**src/hw/rtl/sdr_pkg.sv**
```systemverilog
// shared constants and controller/datapath handshake types for the duplicate remover
`default_nettype none

package sdr_pkg;

   localparam int DEPTH_DEFAULT = 128;
   localparam int VALUE_W       = 32;

   typedef struct packed {
      logic capture;
      logic scan_step;
      logic finish;
   } sdr_cmd_type;

   typedef struct packed {
      logic scan_done;
      logic out_free;
   } sdr_status_type;

endpackage

`default_nettype wire

```
**src/hw/rtl/sdr_ctrl.sv**
```systemverilog
// controller state machine: accept, scan the store, write back the result
`default_nettype none

module sdr_ctrl
   import sdr_pkg::*;
(
   input  wire logic           clock,
   input  wire logic           reset,
   input  wire logic           req_valid,
   output logic                req_ready,
   input  wire sdr_status_type status,
   output sdr_cmd_type         cmd
);

   typedef enum logic [1:0] {
      ST_IDLE,
      ST_SCAN,
      ST_FINISH
   } state_type;

   state_type state_ff, state_in;
   logic      ready_ff, ready_in;

   always_comb begin
      state_in      = state_ff;
      ready_in      = ready_ff;
      cmd.capture   = req_valid && ready_ff;
      cmd.scan_step = (state_ff == ST_SCAN);
      cmd.finish    = (state_ff == ST_FINISH) && status.out_free;
      unique case (state_ff)
         ST_IDLE: begin
            if (req_valid && ready_ff) begin
               state_in = ST_SCAN;
               ready_in = 1'b0;
            end
         end
         ST_SCAN: begin
            if (status.scan_done) begin
               state_in = ST_FINISH;
            end
         end
         ST_FINISH: begin
            if (status.out_free) begin
               state_in = ST_IDLE;
               ready_in = 1'b1;
            end
         end
         default: begin
            state_in = ST_IDLE;
            ready_in = 1'b1;
         end
      endcase
   end

   always_ff @(posedge clock) begin
      if (reset) begin
         state_ff <= ST_IDLE;
         ready_ff <= 1'b1;
      end else begin
         state_ff <= state_in;
         ready_ff <= ready_in;
      end
   end

   assign req_ready = ready_ff;

   a_ready_only_idle: assert property (@(posedge clock) disable iff (reset)
      ready_ff |-> (state_ff == ST_IDLE))
      else $error("ready outside idle");

   a_capture_starts_scan: assert property (@(posedge clock) disable iff (reset)
      cmd.capture |=> (state_ff == ST_SCAN))
      else $error("transfer did not start scan");

   a_finish_reopens: assert property (@(posedge clock) disable iff (reset)
      cmd.finish |=> ready_ff)
      else $error("input not reopened after result load");

endmodule

`default_nettype wire

```
**src/hw/rtl/sdr_datapath.sv**
```systemverilog
// datapath: value store, sequential match scan, entry count and result register
`default_nettype none

module sdr_datapath
   import sdr_pkg::*;
#(
   parameter int DEPTH = DEPTH_DEFAULT
) (
   input  wire logic                      clock,
   input  wire logic                      reset,
   input  wire sdr_cmd_type               cmd,
   output sdr_status_type                 status,
   input  wire logic signed [VALUE_W-1:0] req_value,
   input  wire logic                      req_last,
   output logic                           rsp_valid,
   input  wire logic                      rsp_ready,
   output logic signed [VALUE_W-1:0]      rsp_value_out,
   output logic                           rsp_keep,
   output logic                           rsp_last_out,
   output logic                           rsp_overflow
);

   localparam int AW = $clog2(DEPTH);
   localparam int CW = $clog2(DEPTH + 1);
   localparam logic [CW-1:0] FULL = CW'(DEPTH);

   logic signed [VALUE_W-1:0] mem [DEPTH];

   logic signed [VALUE_W-1:0] value_ff;
   logic                      last_ff;
   logic                      hit_ff, hit_in;
   logic [CW-1:0]             idx_ff, idx_in;
   logic [CW-1:0]             count_ff, count_in;
   logic                      rd_valid_ff, rd_valid_in;
   logic signed [VALUE_W-1:0] rd_data_ff;
   logic                      rsp_valid_ff, rsp_valid_in;
   logic signed [VALUE_W-1:0] rsp_value_ff;
   logic                      rsp_keep_ff, rsp_last_ff, rsp_ovf_ff;
   logic                      rd_en;
   logic                      wr_en;
   logic                      full;

   assign full  = (count_ff == FULL);
   assign rd_en = cmd.scan_step && (idx_ff != count_ff);
   assign wr_en = cmd.finish && !hit_ff && !full;

   always_comb begin
      idx_in       = idx_ff;
      hit_in       = hit_ff;
      rd_valid_in  = rd_en;
      count_in     = count_ff;
      rsp_valid_in = rsp_valid_ff;
      if (cmd.capture) begin
         idx_in      = '0;
         hit_in      = 1'b0;
         rd_valid_in = 1'b0;
      end else begin
         if (rd_en) begin
            idx_in = idx_ff + CW'(1);
         end
         if (rd_valid_ff && (rd_data_ff == value_ff)) begin
            hit_in = 1'b1;
         end
      end
      if (wr_en) begin
         count_in = count_ff + CW'(1);
      end
      if (cmd.finish && last_ff) begin
         count_in = '0;
      end
      if (cmd.finish) begin
         rsp_valid_in = 1'b1;
      end else if (rsp_ready) begin
         rsp_valid_in = 1'b0;
      end
   end

   always_ff @(posedge clock) begin
      if (wr_en) begin
         mem[count_ff[AW-1:0]] <= value_ff;
      end
      if (rd_en) begin
         rd_data_ff <= mem[idx_ff[AW-1:0]];
      end
   end

   always_ff @(posedge clock) begin
      if (cmd.capture) begin
         value_ff <= req_value;
         last_ff  <= req_last;
      end
      if (cmd.finish) begin
         rsp_value_ff <= value_ff;
         rsp_keep_ff  <= !hit_ff;
         rsp_last_ff  <= last_ff;
         rsp_ovf_ff   <= !hit_ff && full;
      end
   end

   always_ff @(posedge clock) begin
      if (reset) begin
         idx_ff       <= '0;
         hit_ff       <= 1'b0;
         rd_valid_ff  <= 1'b0;
         count_ff     <= '0;
         rsp_valid_ff <= 1'b0;
      end else begin
         idx_ff       <= idx_in;
         hit_ff       <= hit_in;
         rd_valid_ff  <= rd_valid_in;
         count_ff     <= count_in;
         rsp_valid_ff <= rsp_valid_in;
      end
   end

   assign status.scan_done = (idx_ff == count_ff) && !rd_valid_ff;
   assign status.out_free  = !rsp_valid_ff || rsp_ready;

   assign rsp_valid     = rsp_valid_ff;
   assign rsp_value_out = rsp_value_ff;
   assign rsp_keep      = rsp_keep_ff;
   assign rsp_last_out  = rsp_last_ff;
   assign rsp_overflow  = rsp_ovf_ff;

   a_count_bounded: assert property (@(posedge clock) disable iff (reset)
      count_ff <= FULL)
      else $error("entry count past depth");

   a_scan_bounded: assert property (@(posedge clock) disable iff (reset)
      cmd.scan_step |-> (idx_ff <= count_ff))
      else $error("scan index past entry count");

   a_last_clears: assert property (@(posedge clock) disable iff (reset)
      (cmd.finish && last_ff) |=> (count_ff == '0))
      else $error("count not cleared at end of sequence");

endmodule

`default_nettype wire

```
**src/hw/rtl/stream_duplicate_remover_core.sv**
```systemverilog
// top level: keeps first occurrence of each value within a sequence while the store has room
// flow: a transfer is captured, the store is scanned for a match, then the result is
// loaded once the result output is free, so a stalled result output delays it
// the store is scanned one entry per cycle through its read port; a new item is taken
// the cycle after the previous result is loaded, while that result waits
// reset: entry count and control cleared; store contents are not cleared
`default_nettype none

module stream_duplicate_remover_core
   import sdr_pkg::*;
#(
   parameter int DEPTH = DEPTH_DEFAULT
) (
   input  wire logic                      clock,
   input  wire logic                      reset,
   input  wire logic                      req_valid,
   output logic                           req_ready,
   input  wire logic signed [VALUE_W-1:0] req_value,
   input  wire logic                      req_last,
   output logic                           rsp_valid,
   input  wire logic                      rsp_ready,
   output logic signed [VALUE_W-1:0]      rsp_value_out,
   output logic                           rsp_keep,
   output logic                           rsp_last_out,
   output logic                           rsp_overflow
);

   sdr_cmd_type    cmd;
   sdr_status_type status;

   sdr_ctrl u_ctrl (
      .clock     (clock),
      .reset     (reset),
      .req_valid (req_valid),
      .req_ready (req_ready),
      .status    (status),
      .cmd       (cmd)
   );

   sdr_datapath #(
      .DEPTH (DEPTH)
   ) u_datapath (
      .clock         (clock),
      .reset         (reset),
      .cmd           (cmd),
      .status        (status),
      .req_value     (req_value),
      .req_last      (req_last),
      .rsp_valid     (rsp_valid),
      .rsp_ready     (rsp_ready),
      .rsp_value_out (rsp_value_out),
      .rsp_keep      (rsp_keep),
      .rsp_last_out  (rsp_last_out),
      .rsp_overflow  (rsp_overflow)
   );

endmodule

`default_nettype wire
```
**config.mk**
```make
export PLATFORM = sky130hd
export DESIGN_NAME = stream_duplicate_remover_core
export DESIGN_NICKNAME = d
export VERILOG_FILES = /design/src/hw/rtl/sdr_pkg.sv /design/src/hw/rtl/sdr_ctrl.sv /design/src/hw/rtl/sdr_datapath.sv /design/src/hw/rtl/stream_duplicate_remover_core.sv
export SDC_FILE = /design/constraint.sdc
export NUM_CORES = 2
export LEC_CHECK = 0
export BUFFER_PORTS_ARGS = -buffer_cell sky130_fd_sc_hd__buf_2
export CAP_MARGIN = 10
export CORE_ASPECT_RATIO = 0.5
export CORE_UTILIZATION = 40
export CTS_BUF_LIST = sky130_fd_sc_hd__clkbuf_2
export DETAILED_ROUTE_END_ITERATION = 8
export GPL_ROUTABILITY_DRIVEN = 0
export PLACE_DENSITY = 0.57
export SYNTH_ARGS = -nofsm -noshare
export SYNTH_HDL_FRONTEND = slang
export SYNTH_HIERARCHICAL = 1
export SYNTH_SLANG_ARGS = --single-unit
```
**constraint.sdc**
```tcl
create_clock -name clock -period 10.22 [get_ports clock]
set_input_delay 2.044 -clock clock [delete_from_list [all_inputs] [get_ports clock]]
set_output_delay 2.044 -clock clock [all_outputs]
set_load 0.02 [all_outputs]
```
Yosys cells after proc, flatten, opt, wreduce, memory -nomap -nowiden
Memory sizes are Yosys's and may differ from the RTL's. A register that Yosys moved wholly into a read port is not among the register bits.
Index checks and enable logic that the tools add are counted.
- bits of input ports: 37
- bits in registers: 90
- output and inout port bits: 37
- word-level logic and storage cells: 57
- bits in writable memories: 4096
- memories: 1
- bitwise operators: 1
- $add $sub $neg: 2
- multiplexer cells: 11
- reductions and logical operators: 20
- equality and inequality tests: 9
- memory list (name ; words ; width ; rd ports ; clocked after memory_dff ; write ports ; RTL line ; text):
    u_datapath.mem ; 128 ; 32 ; 1 ; 1 ; 1 ; sdr_datapath.sv:27 ; logic signed [VALUE_W-1:0] mem [DEPTH];
- operators with widths (operator ; count):
    32-bit equality test ; 1
    8-bit by 1-bit adder with 8-bit output (second input constant) ; 2
    1-bit logical AND ; 9
    8-bit equality test ; 1
    8-bit equality test (second input constant) ; 1
    8-bit inequality test ; 1
    1-bit two-way mux ; 6
    2-bit two-way mux ; 3
    2-bit one-hot mux with 3 select lines ; 1
    3-bit AND reduction ; 2
    1-bit logical NOT ; 4
    2-bit inequality test (second input constant) ; 2
    2-bit OR reduction ; 2
    1-bit one-hot mux with 3 select lines ; 1
    2-bit by 1-bit equality test with 1-bit output (second input constant) ; 1
    2-bit equality test (second input constant) ; 1
    2-bit logical NOT ; 1
    2-bit by 1-bit inequality test with 1-bit output (second input constant) ; 1
    2-bit nonzero test ; 1
    1-bit logical OR ; 1
    1-bit inverter ; 1

Depth between registers and ports, before layout
- depth after elaboration: 7
- mapped depth: 12
- depth with buffers taken out: 8

By module
The synthesis kept the hierarchy.
- modules (own cells, without submodules) (module ; area each (um^2) ; instances ; sequential area each (um^2) ; cells each):
    sdr_datapath ; 162084.2 ; 1 ; 126381.2 ; 7521
    sdr_ctrl ; 151.4 ; 1 ; 60.1 ; 19

Worst setup path after synthesis
No wires, ideal clock.
- path type: input to register
- from: input port rsp_ready
- to: memory u_datapath.mem[107][0], enable pin
- arrival time: 6.360 ns
- cell stages on the path: 8
- library setup time: 0.421 ns
- data required time: 9.799 ns
- buffers on the path: 1
- setup slack: 3.439 ns
- cells stage by stage: nand2b_1 nand2_1 nor2_1 inv_1 nor4b_2 nand3_1 clkbuf_1 nor2_1
- RTL lines (what ; RTL line ; text):
    from (decl) ; stream_duplicate_remover_core.sv:21 ; input wire logic rsp_ready,
    to (decl) ; sdr_datapath.sv:27 ;

Worst setup path in the final report
- from: register u_datapath.idx_ff[2]
- to: register u_datapath.rd_data_ff[6], read port of u_datapath.mem, data pin
- longest elaborated chain between the ends: 2
- ends and longest elaborated chain (what ; RTL line ; text):
    from (decl) ; sdr_datapath.sv:32 ; logic [CW-1:0] idx_ff, idx_in;
    from (signal assigned) ; sdr_datapath.sv:108 ; idx_ff <= idx_in;
    8-bit inequality test ; sdr_datapath.sv:44 ; assign rd_en = cmd.scan_step && (idx_ff != count_ff);
    1-bit logical AND ; sdr_datapath.sv:44 ;
    to (decl) ; sdr_datapath.sv:35 ; logic signed [VALUE_W-1:0] rd_data_ff;
Several ways; a longest one is shown, not always the timed one.
A chain may end at the register's enable or synchronous reset.

==> flow_metrics.tcl <==
set metrics [dict create \
    slew_headroom 0.0653 \
    cp_num_buf_inv 2 \
    worst_pin_slew_ns 1.39 \
    syn-mean-instance-area_um2 21.5 \
    die_h_um 452 \
    cp.arrival_ns 7.22 \
    outcome "finished, final reports clean" \
    ios 74 \
    synth_cell_types 73 \
    holdPathEnd "u_ctrl/state_ff[1]$_SDFFE_PP0P_" \
    numPortBuffers 73 \
    worst-path-max-fanout 93 \
    fmax_mhz 186 \
    drt-initial-drc-count 11200 \
    start_util 0.404 \
    min-delay-start "reset" \
    min_period_ns 5.39 \
    ys_seq_area_frac 0.779 \
    rsz0062_at_grt "false" \
    final_layout_size_suffix_gt1_frac 0.316 \
    track_usage 0.227 \
    routedWlPerCell_um 32.6 \
    drc 0 \
    r2r-end "u_datapath/rd_data_ff[6]$_DFFE_PP_" \
    grt-ovfl-total 0 \
    cp_top_family "simple AND/OR/NAND/NOR gates" \
    timing.max_cap.violations 0 \
    cts_sinks 4218 \
    p_leak_uw 0.0541 \
    cp-end-kind "flip-flop" \
    skew_ns 0.248 \
    place_area_um2 170000 \
    cpMaxStageDelayCell "nor4_2" \
    crit_required_ns 12.05 \
    dp_hpwl_um 275000 \
    yosysWarnings 6 \
    grt_pass1_vias 82600 \
    whs_path_depth 2 \
    power_density_nw_per_um2 170 \
    cts_tree "built" \
    core-area_um2 402000 \
    cts_resized 0 \
    fin_area_um2 179000 \
    tns_ns 0 \
    start_kind "flip-flop" \
    cts_setup_buffers 0 \
    cp_cell_sequence "buf_12, nand2_1, a211oi_1, a2111oi_0, buf_4, nor4_2, o21ai_1, o31a_1" \
    antenna_found_initial 40 \
    die_width_um 903 \
    rrSetupSlack_ns 4.83 \
    syn_nets 7580 \
    cts-root-buf "clkbuf_2" \
    cts-htree-levels 6 \
    crit_path_max_incr_delay_ns 1.12 \
    final_util 0.446 \
    num_rows 164 \
    final_max_slew_viol_count 0 \
    via_count 83400 \
    wl_um 473000 \
    grt_max_degree 131 \
    die-area_um2 408000 \
    worstSetupPathType "reg2reg" \
    r2r-start "u_datapath/idx_ff[2]$_SDFFE_PP0P_" \
    dr.pass1.iters 8 \
    grt_pass1_wl_um 650000 \
    postRouteAntennaNets 0 \
    netlist_area_um2 162000 \
    clockBufferDepth 4 \
    clock_latency_ns 2.08 \
    vdd_ir_drop_max_v 0.000108 \
    synth_cells 7540 \
    clk_pin_slew_ns 0.12 \
    reg2regPathDepth 8 \
    finalSetupViolations 0 \
    postSynth.asyncResetShare 0 \
    yosys_register_bits 4218 \
    nNetsFinal 8470 \
    areaGrowthSynthToFinish_pct 10.3 \
    hold_path_class "in2reg" \
    hold_viol_final 0 \
    cts-buffers-inserted 923 \
    period_share 0.527 \
    ys.flop_type "edfxtp_1" \
    synth_edf_count 4196 \
    drt-vias-per-instance 5.74 \
]
## worst reg2reg max path, cell delays in order, from the launching register on
cell,delay (ns)
dfxtp_4,0.82
buf_12,0.61
nand2_1,1.16
a211oi_1,0.49
a2111oi_0,0.12
buf_4,0.21
nor4_2,1.12
o21ai_1,0.38
o31a_1,0.23
## where the power goes
part / switching [uW] / internal, uW / total, uW
registers: 29.5 / 19100 / 19100
clock network: 6640 / 3960 / 10600
logic: 608 / 92.8 / 701
## layout by cell type, fill, tap and decap left out, types with 20 or more instances in the layout
cell type         n
nor2_1          116
a311oi_1         33
mux4_2          741
a2111oi_0        20
mux2_2          103
o221ai_1         60
a221oi_1         43
nand2_1         127
clkbuf_2       1408
nor2b_1          25
nand3_1          57
o22ai_1          92
buf_12           21
dlygate4sd3_1    25
buf_4           271
nor2_4          133
o211ai_1         23
o21ai_0          46
o31a_1           20
a211oi_1         44
buf_2            75
clkinv_1        155
a21oi_1         121
a22oi_1         101
mux2i_1         687
xnor2_1          35
edfxtp_1       4196
## registers in the layout, indices dropped and copies added, names as in the netlist, 2 cells and up
name / count
u_datapath/value_ff: 32
u_datapath/count_ff: 8
u_ctrl/state_ff: 2
u_datapath/rsp_value_out: 32
u_datapath/rd_data_ff: 32
u_datapath/idx_ff: 8
u_datapath/mem: 4096
## cells by family (layout without fill, tap and decap cells)
kind of cell | Yosys count | after routing | share of synthesized area
AOI/OAI and AO/OA | 726 | 726 | 0.0323
xor gates and xnor gates | 54 | 54 | 0.00292
adders and majority gates | 3 | 3 | 0.000231
buffers and inverters | 443 | 2027 | 0.0173
DFF | 4218 | 4218 | 0.779
muxes | 1532 | 1532 | 0.152
other | 0 | 12 | 0
and+or+nand+nor | 564 | 564 | 0.0154
## cell usage after synthesis (all sizes together), types with 23 or more instances
library cell	count	share of area
a2111oi	35	0.0019
a211oi	44	0.0020
a21oi	121	0.0037
a221oi	46	0.0025
a22oi	101	0.0047
a311oi	37	0.0020
buf	312	0.014
clkbuf	118	0.0027
edfxtp	4196	0.78
mux2	104	0.0072
mux2i	687	0.042
mux4	741	0.10
nand2	135	0.0031
nand3	60	0.0019
nor2	255	0.0060
nor2b	31	0.0012
o211ai	23	0.0011
o21ai	55	0.0017
o221ai	60	0.0032
o22ai	92	0.0035
xnor2	35	0.0019
## how the worst max path moves through the flow
stage	startpoint	end	slack, ns	depth (start not counted)
2_1_floorplan	rsp_ready	u_datapath/mem[107][0]$_DFFE_PP_	3.44	8
3_3_place_gp	rsp_ready	u_datapath/mem[107][23]$_DFFE_PP_	4.17	9
3_5_place_dp	rsp_ready	u_datapath/mem[51][8]$_DFFE_PP_	4.20	9
4_1_cts	u_datapath/idx_ff[2]$_SDFFE_PP0P_	u_datapath/rd_data_ff[9]$_DFFE_PP_	5.10	7
5_1_grt	u_datapath/idx_ff[0]$_SDFFE_PP0P_	u_datapath/rd_data_ff[2]$_DFFE_PP_	4.91	8
6_report	u_datapath/idx_ff[2]$_SDFFE_PP0P_	u_datapath/rd_data_ff[6]$_DFFE_PP_	4.83	8
## area by class of cell
cell class | count | area (um^2)
sequential | 4218 | 126000
fill | 34500 | 223000
timing repair buffer | 395 | 3100
antenna | 12 | 30.0
clock inverter | 212 | 1280
clock buffer | 1407 | 7040
multi-input combinational | 2879 | 34200
tap | 5395 | 6750
inverter | 13 | 53.8
## per-stage QoR
stage	hold slack, ns	setup slack, ns	power, uW	std cells
2_1_floorplan	0.427	3.44	19800	7540
3_3_place_gp	0.458	4.17	20200	12900
3_5_place_dp	0.465	4.20	20200	12900
4_1_cts	0.0231	5.10	30700	14500
5_1_grt	0.157	4.91	31500	14500
6_report	0.301	4.83	30400	14500
## layer usage
metal,vias up,GRT usage,share of wire
li1,34000,-,-
met3,746,0.0651,0.11
met5,-,0,0.00012
met2,4354,0.344,0.45
met4,8,0.0781,0.033
met1,44300,0.316,0.41
## repair_timing
| item | CTS | global route |
|---|---|---|
| endpoints found under the hold margin | 25 | 0 |
| hold buffers | 25 | 0 |
| setup endpoints to repair | 0 | 0 |
(Power assumes the default switching activity.)
